File: src/rtl/bfa_pkg.sv
// shared constants and controller/datapath interface types for the extent allocator
package bfa_pkg;

   localparam int SECTOR_BITS = 16384;
   localparam int WORD_BITS = 32;
   localparam int WORD_COUNT = SECTOR_BITS / WORD_BITS;
   localparam int ADDR_W = $clog2(WORD_COUNT);
   localparam int LANE_W = $clog2(WORD_BITS);

   localparam logic [1:0] MODE_ALLOC = 2'd0;
   localparam logic [1:0] MODE_FREE = 2'd1;
   localparam logic [1:0] MODE_MARK = 2'd2;

   localparam logic CSR_FIRST_DATA = 1'b0;
   localparam logic CSR_TOTAL = 1'b1;

   typedef struct packed {
      logic clear_en;
      logic load;
      logic scan_go;
      logic sweep_go;
      logic found;
      logic set_ok;
      logic publish;
   } cmd_type;

   typedef struct packed {
      logic       clear_last;
      logic [1:0] mode;
      logic       empty;
      logic       stage_valid;
      logic       stage_last;
      logic       hit;
      logic       out_free;
   } status_type;

endpackage

File: src/rtl/bfa_ctrl.sv
// controller state machine: clearing pass, dispatch, scan, run update, response
module bfa_ctrl
   import bfa_pkg::*;
(
   input  logic       clock,
   input  logic       reset,
   input  logic       req_valid,
   output logic       req_stall,
   input  status_type status,
   output cmd_type    cmd
);

   localparam logic [2:0] ST_CLEAR = 3'd0;
   localparam logic [2:0] ST_IDLE = 3'd1;
   localparam logic [2:0] ST_DISPATCH = 3'd2;
   localparam logic [2:0] ST_SCAN = 3'd3;
   localparam logic [2:0] ST_SWEEP = 3'd4;
   localparam logic [2:0] ST_DONE = 3'd5;

   logic [2:0] state_ff, state_in;

   assign req_stall = (state_ff != ST_IDLE);

   always_comb begin
      state_in = state_ff;
      cmd = '0;
      unique case (state_ff)
         ST_CLEAR: begin
            cmd.clear_en = 1'b1;
            if (status.clear_last) state_in = ST_IDLE;
         end
         ST_IDLE: begin
            if (req_valid) begin
               cmd.load = 1'b1;
               state_in = ST_DISPATCH;
            end
         end
         ST_DISPATCH: begin
            if (status.mode == MODE_ALLOC) begin
               if (status.empty) state_in = ST_DONE;
               else begin
                  cmd.scan_go = 1'b1;
                  state_in = ST_SCAN;
               end
            end else if (status.mode == MODE_FREE || status.mode == MODE_MARK) begin
               cmd.set_ok = 1'b1;
               if (status.empty) state_in = ST_DONE;
               else begin
                  cmd.sweep_go = 1'b1;
                  state_in = ST_SWEEP;
               end
            end else begin
               state_in = ST_DONE;
            end
         end
         ST_SCAN: begin
            if (status.stage_valid && status.hit) begin
               cmd.found = 1'b1;
               state_in = ST_SWEEP;
            end else if (status.stage_valid && status.stage_last) begin
               state_in = ST_DONE;
            end
         end
         ST_SWEEP: begin
            if (status.stage_valid && status.stage_last) state_in = ST_DONE;
         end
         ST_DONE: begin
            if (status.out_free) begin
               cmd.publish = 1'b1;
               state_in = ST_IDLE;
            end
         end
         default: state_in = ST_CLEAR;
      endcase
   end

   always_ff @(posedge clock) begin
      if (reset) state_ff <= ST_CLEAR;
      else state_ff <= state_in;
   end

endmodule

File: config.mk
export PLATFORM = sky130hd
export DESIGN_NAME = bfa_ctrl
export DESIGN_NICKNAME = d
export VERILOG_FILES = /design/src/rtl/bfa_pkg.sv /design/src/rtl/bfa_ctrl.sv
export SDC_FILE = /design/constraint.sdc
export NUM_CORES = 1
export LEC_CHECK = 0
export ABC_CLOCK_PERIOD_IN_PS = 1800
export BUFFER_PORTS_ARGS = -buffer_cell sky130_fd_sc_hd__buf_2
export CAP_MARGIN = 20
export CORE_AREA = 2 2 39 41
export DETAILED_ROUTE_END_ITERATION = 8
export DIE_AREA = 0 0 41 43
export PLACE_DENSITY = 0.64
export REMOVE_ABC_BUFFERS = 1
export SLEW_MARGIN = 10
export SYNTH_ARGS = -nofsm -noshare
export SYNTH_HDL_FRONTEND = slang
export SYNTH_SLANG_ARGS = --single-unit
export TNS_END_PERCENT = 30
File: constraint.sdc
create_clock -name clock -period 1.8 [get_ports clock]
set_clock_uncertainty 0.15 [all_clocks]
set_input_delay 0.18 -clock clock [delete_from_list [all_inputs] [get_ports clock]]
set_output_delay 0.18 -clock clock [all_outputs]
set_load 0.05 [all_outputs]
==> report_table.html, run 1 <==
<table>
<tr><th>Metric</th><th>Value</th></tr>
<tr><th colspan="2">Yosys</th></tr>
<tr><td>Synth Warn #</td><td>0</td></tr>
<tr><td>Synth Instances</td><td>49</td></tr>
<tr><td>Most used flip-flop cell after synthesis</td><td>dfxtp_1</td></tr>
<tr><td>Area of the mapped netlist</td><td>378 sq um</td></tr>
<tr><td>Main area contributors after synthesis</td><td>dfxtp_1, nand2b_4, buf_6</td></tr>
<tr><td>Post-synthesis sequential element count</td><td>3</td></tr>
<tr><td>Sequential element share of the synthesized area</td><td>15.9%</td></tr>
<tr><td>Proportion of synthesized flip-flops having asynchronous set or reset</td><td>0%</td></tr>
<tr><td>Synth cell count leaders</td><td>nand2_1, nor2_1, a21oi_1, dfxtp_1, inv_1</td></tr>
<tr><td>Number of distinct library cells after synthesis</td><td>26</td></tr>
<tr><td>Post-synthesis average cell area</td><td>7.71 sq um</td></tr>
<tr><td>Proportion of netlist area held by the largest area contributor</td><td>15.9%</td></tr>
<tr><td>Number of enable flip-flop cells after synthesis</td><td>0</td></tr>
<tr><td>Biggest area consumer among synthesized cells</td><td>dfxtp_1</td></tr>
<tr><th colspan="2">Clocking</th></tr>
<tr><td>Clock tree buffer depth</td><td>2</td></tr>
<tr><td>TritonCTS clock tree</td><td>built</td></tr>
<tr><td>Root buffer cell</td><td>clkbuf_4</td></tr>
<tr><td>Clock H-tree levels</td><td>1</td></tr>
<tr><td>Clock edge transition at the registers on the reported setup and hold paths</td><td>0.04 ns</td></tr>
<tr><td>Number of buffers added by the clock tree synthesis step</td><td>3</td></tr>
<tr><td>Clock insertion delay at the later pin of the skew report</td><td>0.23 ns</td></tr>
<tr><td>Number of clock sinks</td><td>3</td></tr>
<tr><th colspan="2">Placement</th></tr>
<tr><td>DP HPWL</td><td>793 um</td></tr>
<tr><td>Dpl cell area</td><td>473 sq um</td></tr>
<tr><td>Number of buffer cells added on primary ports</td><td>18</td></tr>
<tr><td>Number of cells in the design after placement</td><td>82</td></tr>
<tr><td>Gp weighted congestion</td><td>0.698</td></tr>
<tr><th colspan="2">Setup path</th></tr>
<tr><td>CP Max Fanout</td><td>7</td></tr>
<tr><td>Worst path arrival time</td><td>1.35 ns</td></tr>
<tr><td>Worst Path Class, Setup</td><td>reg -&gt; out</td></tr>
<tr><td>Worst setup slack for register-to-register paths</td><td>0.35 ns</td></tr>
<tr><td>Reg2Reg Depth</td><td>5</td></tr>
<tr><td>Reg-to-reg startpoint</td><td>state_ff[1]$_SDFFE_PP0P_</td></tr>
<tr><td>Data required time of the critical path</td><td>1.47 ns</td></tr>
<tr><td>Kind of start point of the critical path</td><td>register</td></tr>
<tr><td>Critical Path Start</td><td>state_ff[1]$_SDFFE_PP0P_</td></tr>
<tr><td>Capturing point of the worst reg2reg path</td><td>state_ff[0]$_SDFFE_PP0P_</td></tr>
<tr><td>Endpoint class of the critical path</td><td>output pin</td></tr>
<tr><th colspan="2">Timing</th></tr>
<tr><td>Max-slew violation count</td><td>0</td></tr>
<tr><td>Final number of setup-violating endpoints</td><td>0</td></tr>
<tr><td>Peak clock frequency supported by timing</td><td>0.595 GHz</td></tr>
<tr><td>Measured slew at the worst slew-check pin</td><td>0.378 ns</td></tr>
<tr><td>Fraction of the cycle the final worst path needs</td><td>93.3%</td></tr>
<tr><td>Shortest clock period the worst path allows after layout</td><td>1.68 ns</td></tr>
<tr><td>Setup repair after global routing missed its margin</td><td>no</td></tr>
<tr><td>Headroom to the max-slew limit</td><td>74.8%</td></tr>
<tr><td>Number of hold violations in the final report</td><td>0</td></tr>
<tr><th colspan="2">Drt</th></tr>
<tr><td>Detailed router's first-iteration violation count</td><td>9</td></tr>
<tr><td>First-pass iteration count of the detailed router</td><td>4</td></tr>
<tr><td>Final routed wire length divided by cell count</td><td>11.1 um</td></tr>
<tr><td>Detailed-route DRC error count</td><td>0</td></tr>
<tr><td>Vias</td><td>438</td></tr>
<tr><td>Number of nets with antenna violations after routing</td><td>0</td></tr>
<tr><td>Final wirelength</td><td>968 um</td></tr>
<tr><td>Vias/cell</td><td>5.03</td></tr>
<tr><th colspan="2">Floorplanning</th></tr>
<tr><td>Vertical extent of the die</td><td>43 um</td></tr>
<tr><td>Boundary Pins</td><td>19</td></tr>
<tr><td>Die W</td><td>41 um</td></tr>
<tr><td>Area of the core</td><td>1380 sq um</td></tr>
<tr><td>Number of standard-cell rows in the floorplan</td><td>14</td></tr>
<tr><td>Starting density of the core</td><td>27.3%</td></tr>
<tr><td>Floorplan die area</td><td>1760 sq um</td></tr>
<tr><th colspan="2">GRT</th></tr>
<tr><td>Grt total ovfl</td><td>0</td></tr>
<tr><td>Number of antenna violations at the first check in global routing</td><td>0</td></tr>
<tr><td>Total global-route track usage</td><td>11.5%</td></tr>
<tr><td>First-pass GRT wire length</td><td>1.37 mm</td></tr>
<tr><td>Pin count of the biggest net entering global routing</td><td>11</td></tr>
<tr><td>Number of global-route vias before repair</td><td>363</td></tr>
<tr><th colspan="2">Power and ir drop</th></tr>
<tr><td>Static power due to leakage</td><td>0.228 nW</td></tr>
<tr><td>Sequential power share</td><td>17.8%</td></tr>
<tr><td>VDD IR-drop max</td><td>577 uV</td></tr>
<tr><td>Power consumption</td><td>0.000769 W</td></tr>
<tr><td>Switching portion of total power</td><td>50.8%</td></tr>
<tr><td>Total net switching power</td><td>0.000390 W</td></tr>
<tr><td>Combinational share of power</td><td>67.1%</td></tr>
<tr><td>PwrDens</td><td>1500 nW/um^2</td></tr>
<tr><td>Share of total power in the clock network</td><td>15.1%</td></tr>
<tr><td>Cell Int Power</td><td>0.000379 W</td></tr>
<tr><th colspan="2">Cells and area</th></tr>
<tr><td>Final Instance Area</td><td>513 sq um</td></tr>
<tr><td>Flip-flop count of the largest register after layout</td><td>3</td></tr>
<tr><td>Flip-flop and latch area</td><td>61.3 sq um</td></tr>
<tr><td>Fin nets</td><td>84</td></tr>
<tr><td>Area added between synthesis and finish</td><td>35.8%</td></tr>
<tr><td>Register with the highest flop count</td><td>state_ff</td></tr>
<tr><td>Share of final-layout standard cells stronger than drive strength 1</td><td>43.7%</td></tr>
<tr><td>Filler cell count</td><td>164</td></tr>
<tr><td>Largest registers</td><td>state_ff x3</td></tr>
<tr><td>Area of the multi-input gates</td><td>269 sq um</td></tr>
<tr><td>Number of antenna cells inserted</td><td>0</td></tr>
<tr><td>Finished Layout Cells</td><td>87</td></tr>
<tr><th colspan="2">Min path</th></tr>
<tr><td>Min-delay worst type</td><td>in -&gt; reg</td></tr>
<tr><td>Number of cells on the worst hold path</td><td>4</td></tr>
<tr><td>Startpoint of the tightest hold check path</td><td>req_valid</td></tr>
<tr><td>Hold path endpoint</td><td>state_ff[0]$_SDFFE_PP0P_</td></tr>
<tr><th colspan="2">Outcome</th></tr>
<tr><td>Run status</td><td>completed</td></tr>
<tr><th colspan="2">Flow run</th></tr>
<tr><td>Number of max-capacitance violations reported</td><td>0</td></tr>
</table>
[power groups by stage]
stage | clock network [W] | logic, W | registers [W]
final | 0.000116 | 0.000516 | 0.000137
after global routing | 0.000129 | 0.000551 | 0.000140
after CTS | 0.000124 | 0.000518 | 0.000134
after detailed placement | 0 | 0.000514 | 0.000136
after global placement | 0 | 0.000508 | 0.000135
after floorplan | 0 | 0.000351 | 0.000162
[cell type report]
class                      instances  share of cell area (%)
inverter                           3                    2.20
clock buffer                       4                    5.12
tap                               16                    3.90
timing repair buffer              22                    24.4
sequential                         3                    12.0
multi-input combinational         39                    52.4
[layout by cell type, fill, tap and decap left out, drive strengths merged, types with 3 or more instances in the layout]
cell type,netlist,final
a21oi,4,4
buf,4,21
inv,3,3
nand2,6,6
clkbuf,0,4
nor3b,3,3
dfxtp,3,3
nor2,5,5
[worst max-delay path by stage]
stage,to,depth (start not counted),slack [ns]
floorplan,cmd[3],3,-1.08
global route,cmd[3],4,0.01
global placement,cmd[4],6,0.25
finish,cmd[3],4,0.12
CTS,cmd[3],4,0.03
detailed placement,cmd[3],4,0.24
[what timing repair did]
action | CTS | global route
setup endpoints to repair | 1 | 1
cloned | 0 | 0
setup buffers | 0 | 0
gates resized for setup | 1 | 1
endpoints found under the hold margin | 1 | 0
hold buffers | 1 | 0
[cell families (layout without fill, tap and decap cells)]
| kind of cell | after synthesis | in the layout | share of synthesized area [%] |
|---|---|---|---|
| and+or+nand+nor | 24 | 24 | 39.7 |
| buffers and inverters | 7 | 29 | 12.9 |
| muxes | 2 | 2 | 5.30 |
| adders and majority gates | 1 | 1 | 3.31 |
| AOI/OAI and AO/OA | 11 | 11 | 20.5 |
| DFF | 3 | 3 | 15.9 |
| xor gates and xnor gates | 1 | 1 | 2.32 |
[routing by layer]
metal / global-route usage [%] / wire, um
met1: 11.5 / 397
met2: 20.0 / 519
met3: 1.57 / 51
met4: 8.00 / 0
met5: 0 / 0
[metrics by stage]
stage | utilization (%) | setup TNS (ns) | worst slack [ns] | hold WS, ns
finish | 37.1 | 0 | 0.120 | 0.162
global route | 37.1 | 0 | 0.0133 | 0.187
CTS | 37.0 | 0 | 0.0281 | 0.158
detailed placement | 34.2 | 0 | 0.237 | 0.229
global placement | 34.2 | 0 | 0.253 | 0.227
floorplan | - | -1.46 | -1.08 | 0.102
[worst max-delay path, stage by stage (launching register included)]
cell and delay [ns]:
dfxtp_2 0.40, nand2b_4 0.09, nor3b_2 0.19, nor3b_1 0.21, buf_4 0.23
Note: power is estimated with default switching activity, not from simulation.
==> run 2: changes to the inputs <==
--- a/config.mk
+++ b/config.mk
@@ -5,7 +5,7 @@
 export SDC_FILE = /design/constraint.sdc
 export NUM_CORES = 1
 export LEC_CHECK = 0
-export ABC_CLOCK_PERIOD_IN_PS = 1800
+export ABC_CLOCK_PERIOD_IN_PS = 1750
 export BUFFER_PORTS_ARGS = -buffer_cell sky130_fd_sc_hd__buf_2
 export CAP_MARGIN = 20
 export CORE_AREA = 2 2 39 41
==> constraint.sdc (replaced) <==
create_clock -name clock -period 1.75 [get_ports clock]
set_clock_uncertainty 0.15 [all_clocks]
set_input_delay 0.175 -clock clock [delete_from_list [all_inputs] [get_ports clock]]
set_output_delay 0.175 -clock clock [all_outputs]
set_load 0.05 [all_outputs]
==> run 2 against run 1 <==
Net effect:
- combinational power up 4.3%
- final cell count grew 1.1%
- sequential power decreased by 3%
- via count fell by 1.6%
- utilization grew 0.81 points
- first-iteration DRC count shrank 44%
- worst setup slack worse by 0.012 ns
- critical path depth is the same
- sequential share of layout area down 0.50 points
- count of clock-buffer cells in the layout unchanged
- worst hold slack got worse by 0.0076 ns
- largest cell class unchanged
==> report_table.html, run 2 (same netlist as run 1, synthesis figures left out) <==
<table>
<tr><th>Metric</th><th>Value</th></tr>
<tr><th colspan="2">Drt</th></tr>
<tr><td>Final wirelength</td><td>879 um (-9.2%)</td></tr>
<tr><td>Vias/cell</td><td>4.90 (-2.7%)</td></tr>
<tr><td>Final routed wire length divided by cell count</td><td>9.99 um (-10%)</td></tr>
<tr><td>Detailed router's first-iteration violation count</td><td>5 (-4)</td></tr>
<tr><td>Detailed-route DRC error count</td><td>0 (unchanged)</td></tr>
<tr><td>Vias</td><td>431 (-1.6%)</td></tr>
<tr><td>First-pass iteration count of the detailed router</td><td>2 (-2)</td></tr>
<tr><td>Number of nets with antenna violations after routing</td><td>0 (unchanged)</td></tr>
<tr><th colspan="2">Clocking</th></tr>
<tr><td>Clock insertion delay at the later pin of the skew report</td><td>0.23 ns (about the same)</td></tr>
<tr><td>Clock edge transition at the registers on the reported setup and hold paths</td><td>0.04 ns (about the same)</td></tr>
<tr><td>Number of buffers added by the clock tree synthesis step</td><td>3 (unchanged)</td></tr>
<tr><td>TritonCTS clock tree</td><td>built</td></tr>
<tr><td>Root buffer cell</td><td>clkbuf_4</td></tr>
<tr><td>Clock tree buffer depth</td><td>2 (unchanged)</td></tr>
<tr><td>Number of clock sinks</td><td>3 (unchanged)</td></tr>
<tr><td>Clock H-tree levels</td><td>1 (unchanged)</td></tr>
<tr><td>Post-CTS setup buffers</td><td>0 (unchanged)</td></tr>
<tr><th colspan="2">Cells and area</th></tr>
<tr><td>Area of the multi-input gates</td><td>274 sq um (+1.9%)</td></tr>
<tr><td>Fin nets</td><td>85 (+1.2%)</td></tr>
<tr><td>Most frequent standard cell in the layout excluding fill and tap cells</td><td>buf_2</td></tr>
<tr><td>Register with the highest flop count</td><td>state_ff</td></tr>
<tr><td>Finished Layout Cells</td><td>88 (+1.1%)</td></tr>
<tr><td>Number of antenna cells inserted</td><td>0 (unchanged)</td></tr>
<tr><td>Area added between synthesis and finish</td><td>38.7%</td></tr>
<tr><td>Flip-flop count of the largest register after layout</td><td>3 (unchanged)</td></tr>
<tr><td>Most used cells in the layout excluding fill and tap cells</td><td>buf_2, nor2_1, nand2_1, buf_4, a21oi_1</td></tr>
<tr><td>Flip-flop and latch area</td><td>60.1 sq um (-2.0%)</td></tr>
<tr><td>Largest registers</td><td>state_ff x3</td></tr>
<tr><td>Filler cell count</td><td>155 (-5.5%)</td></tr>
<tr><td>Share of final-layout standard cells stronger than drive strength 1</td><td>44.4% (+0.78 points)</td></tr>
<tr><th colspan="2">Placement</th></tr>
<tr><td>Gp weighted congestion</td><td>0.693 (-0.70%)</td></tr>
<tr><td>Number of cells in the design after placement</td><td>83 (+1.2%)</td></tr>
<tr><td>Number of buffer cells added on primary ports</td><td>18 (unchanged)</td></tr>
<tr><td>DP HPWL</td><td>698 um (-12%)</td></tr>
<tr><th colspan="2">Power and ir drop</th></tr>
<tr><td>VDD IR-drop max</td><td>568 uV (-1.6%)</td></tr>
<tr><td>Power consumption</td><td>0.000791 W (+2.8%)</td></tr>
<tr><td>Static power due to leakage</td><td>0.235 nW (+2.9%)</td></tr>
<tr><td>PwrDens</td><td>1510 nW/um^2 (+0.64%)</td></tr>
<tr><th colspan="2">Timing</th></tr>
<tr><td>Number of hold violations in the final report</td><td>0 (unchanged)</td></tr>
<tr><td>Final number of setup-violating endpoints</td><td>0 (unchanged)</td></tr>
<tr><td>Measured slew at the worst slew-check pin</td><td>0.370 ns (-0.00809 ns)</td></tr>
<tr><td>Post-Route Hold Slack</td><td>0.155 ns (-0.00762 ns)</td></tr>
<tr><td>Peak clock frequency supported by timing</td><td>0.609 GHz</td></tr>
<tr><td>Headroom to the max-slew limit</td><td>75.3% (+0.54 points)</td></tr>
<tr><td>Max-slew violation count</td><td>0 (unchanged)</td></tr>
<tr><td>Setup repair after global routing missed its margin</td><td>no</td></tr>
<tr><td>Shortest clock period the worst path allows after layout</td><td>1.64 ns</td></tr>
<tr><td>Fraction of the cycle the final worst path needs</td><td>93.8%</td></tr>
<tr><th colspan="2">Floorplanning</th></tr>
<tr><td>Floorplan die area</td><td>1760 sq um (unchanged)</td></tr>
<tr><td>Starting density of the core</td><td>27.3% (unchanged)</td></tr>
<tr><td>Area of the core</td><td>1380 sq um (unchanged)</td></tr>
<tr><td>Vertical extent of the die</td><td>43 um (unchanged)</td></tr>
<tr><td>Die W</td><td>41 um (unchanged)</td></tr>
<tr><td>Number of standard-cell rows in the floorplan</td><td>14 (unchanged)</td></tr>
<tr><td>Boundary Pins</td><td>19 (unchanged)</td></tr>
<tr><th colspan="2">Setup path</th></tr>
<tr><td>Worst path arrival time</td><td>1.32 ns (-0.03 ns)</td></tr>
<tr><td>Data required time of the critical path</td><td>1.42 ns (-0.05 ns)</td></tr>
<tr><td>Kind of start point of the critical path</td><td>register</td></tr>
<tr><td>Endpoint class of the critical path</td><td>output pin</td></tr>
<tr><td>Worst Path Class, Setup</td><td>reg -&gt; out</td></tr>
<tr><td>CP Max Fanout</td><td>5 (-2)</td></tr>
<tr><th colspan="2">Min path</th></tr>
<tr><td>Min-delay worst type</td><td>in -&gt; reg</td></tr>
<tr><th colspan="2">GRT</th></tr>
<tr><td>First-pass GRT wire length</td><td>1.27 mm (-7.6%)</td></tr>
<tr><td>Pin count of the biggest net entering global routing</td><td>11 (unchanged)</td></tr>
<tr><td>Number of antenna violations at the first check in global routing</td><td>0 (unchanged)</td></tr>
<tr><td>Number of global-route vias before repair</td><td>365 (+0.55%)</td></tr>
<tr><td>Grt total ovfl</td><td>0 (unchanged)</td></tr>
<tr><td>Total global-route track usage</td><td>10.5% (-1.0 points)</td></tr>
<tr><th colspan="2">Outcome</th></tr>
<tr><td>Run status</td><td>completed</td></tr>
<tr><th colspan="2">Flow run</th></tr>
<tr><td>Number of max-capacitance violations reported</td><td>0 (unchanged)</td></tr>
</table>
[run 2: cell count changes in the layout (fill, tap and decap cells not counted)]
cell	before	now
dfxtp_1	2	3
nor3b_2	1	2
buf_4	4	5
nor3b_1	2	1
dfxtp_2	1	0
[run 2: power by group]
group	switching [W]	leakage (nW)	total (W)	internal, W
registers	0.0000384	0.0247	0.000133	0.0000942
clock network	0.0000348	0.0150	0.000120	0.0000854
logic	0.000323	0.195	0.000538	0.000215
[run 2: per-layer routing]
metal	wire length [um]	global-route usage, %	share of wire [%]
met2	457	17.8	52
met4	0	8.00	0
met3	53	1.57	6.0
met1	368	10.5	42
met5	0	0	0
[run 2: worst max-delay path, stage by stage (launching register included)]
cell	delay, ns
dfxtp_1	0.34
buf_4	0.16
nor2_1	0.16
and3_1	0.17
buf_2	0.25
[run 2: timing repair]
| item | CTS | global route |
|---|---|---|
| gates resized for setup | 0 | 3 |
| hold buffers | 1 | 0 |
| endpoints found under the setup margin | 0 | 1 |
| endpoints found under the hold margin | 1 | 0 |
[run 2: final timing paths]
path / startpoint / to / slack [ns] / depth (start not counted)
setup reg to reg: state_ff[1]$_SDFFE_PP0P_ / state_ff[0]$_SDFFE_PP0P_ / 0.33 / 5
setup / recovery: state_ff[1]$_SDFFE_PP0P_ / cmd[5] / 0.11 / 4
hold / removal: req_valid / state_ff[0]$_SDFFE_PP0P_ / 0.15 / 4
hold reg to reg: state_ff[0]$_SDFFE_PP0P_ / state_ff[0]$_SDFFE_PP0P_ / 0.50 / 2
[run 2: final cells by class]
type / instances / share of cell area (%)
Clock buffer: 4 / 5.01
Inverter: 3 / 2.15
Multi-Input combinational cell: 39 / 52.3
Sequential cell: 3 / 11.5
Tap cell: 16 / 3.82
Timing Repair Buffer: 23 / 25.3
[run 2: through the flow]
step | setup slack, ns | TNS [ns] | utilization [%] | area [sq um]
2_1_floorplan | -1.13 | -1.63 | - | 340
3_3_place_gp | 0.218 | 0 | 34.7 | 480
3_5_place_dp | 0.209 | 0 | 34.7 | 480
4_1_cts | 0.0274 | 0 | 37.3 | 517
5_1_grt | 0.00349 | 0 | 37.9 | 524
6_report | 0.109 | 0 | 37.9 | 524
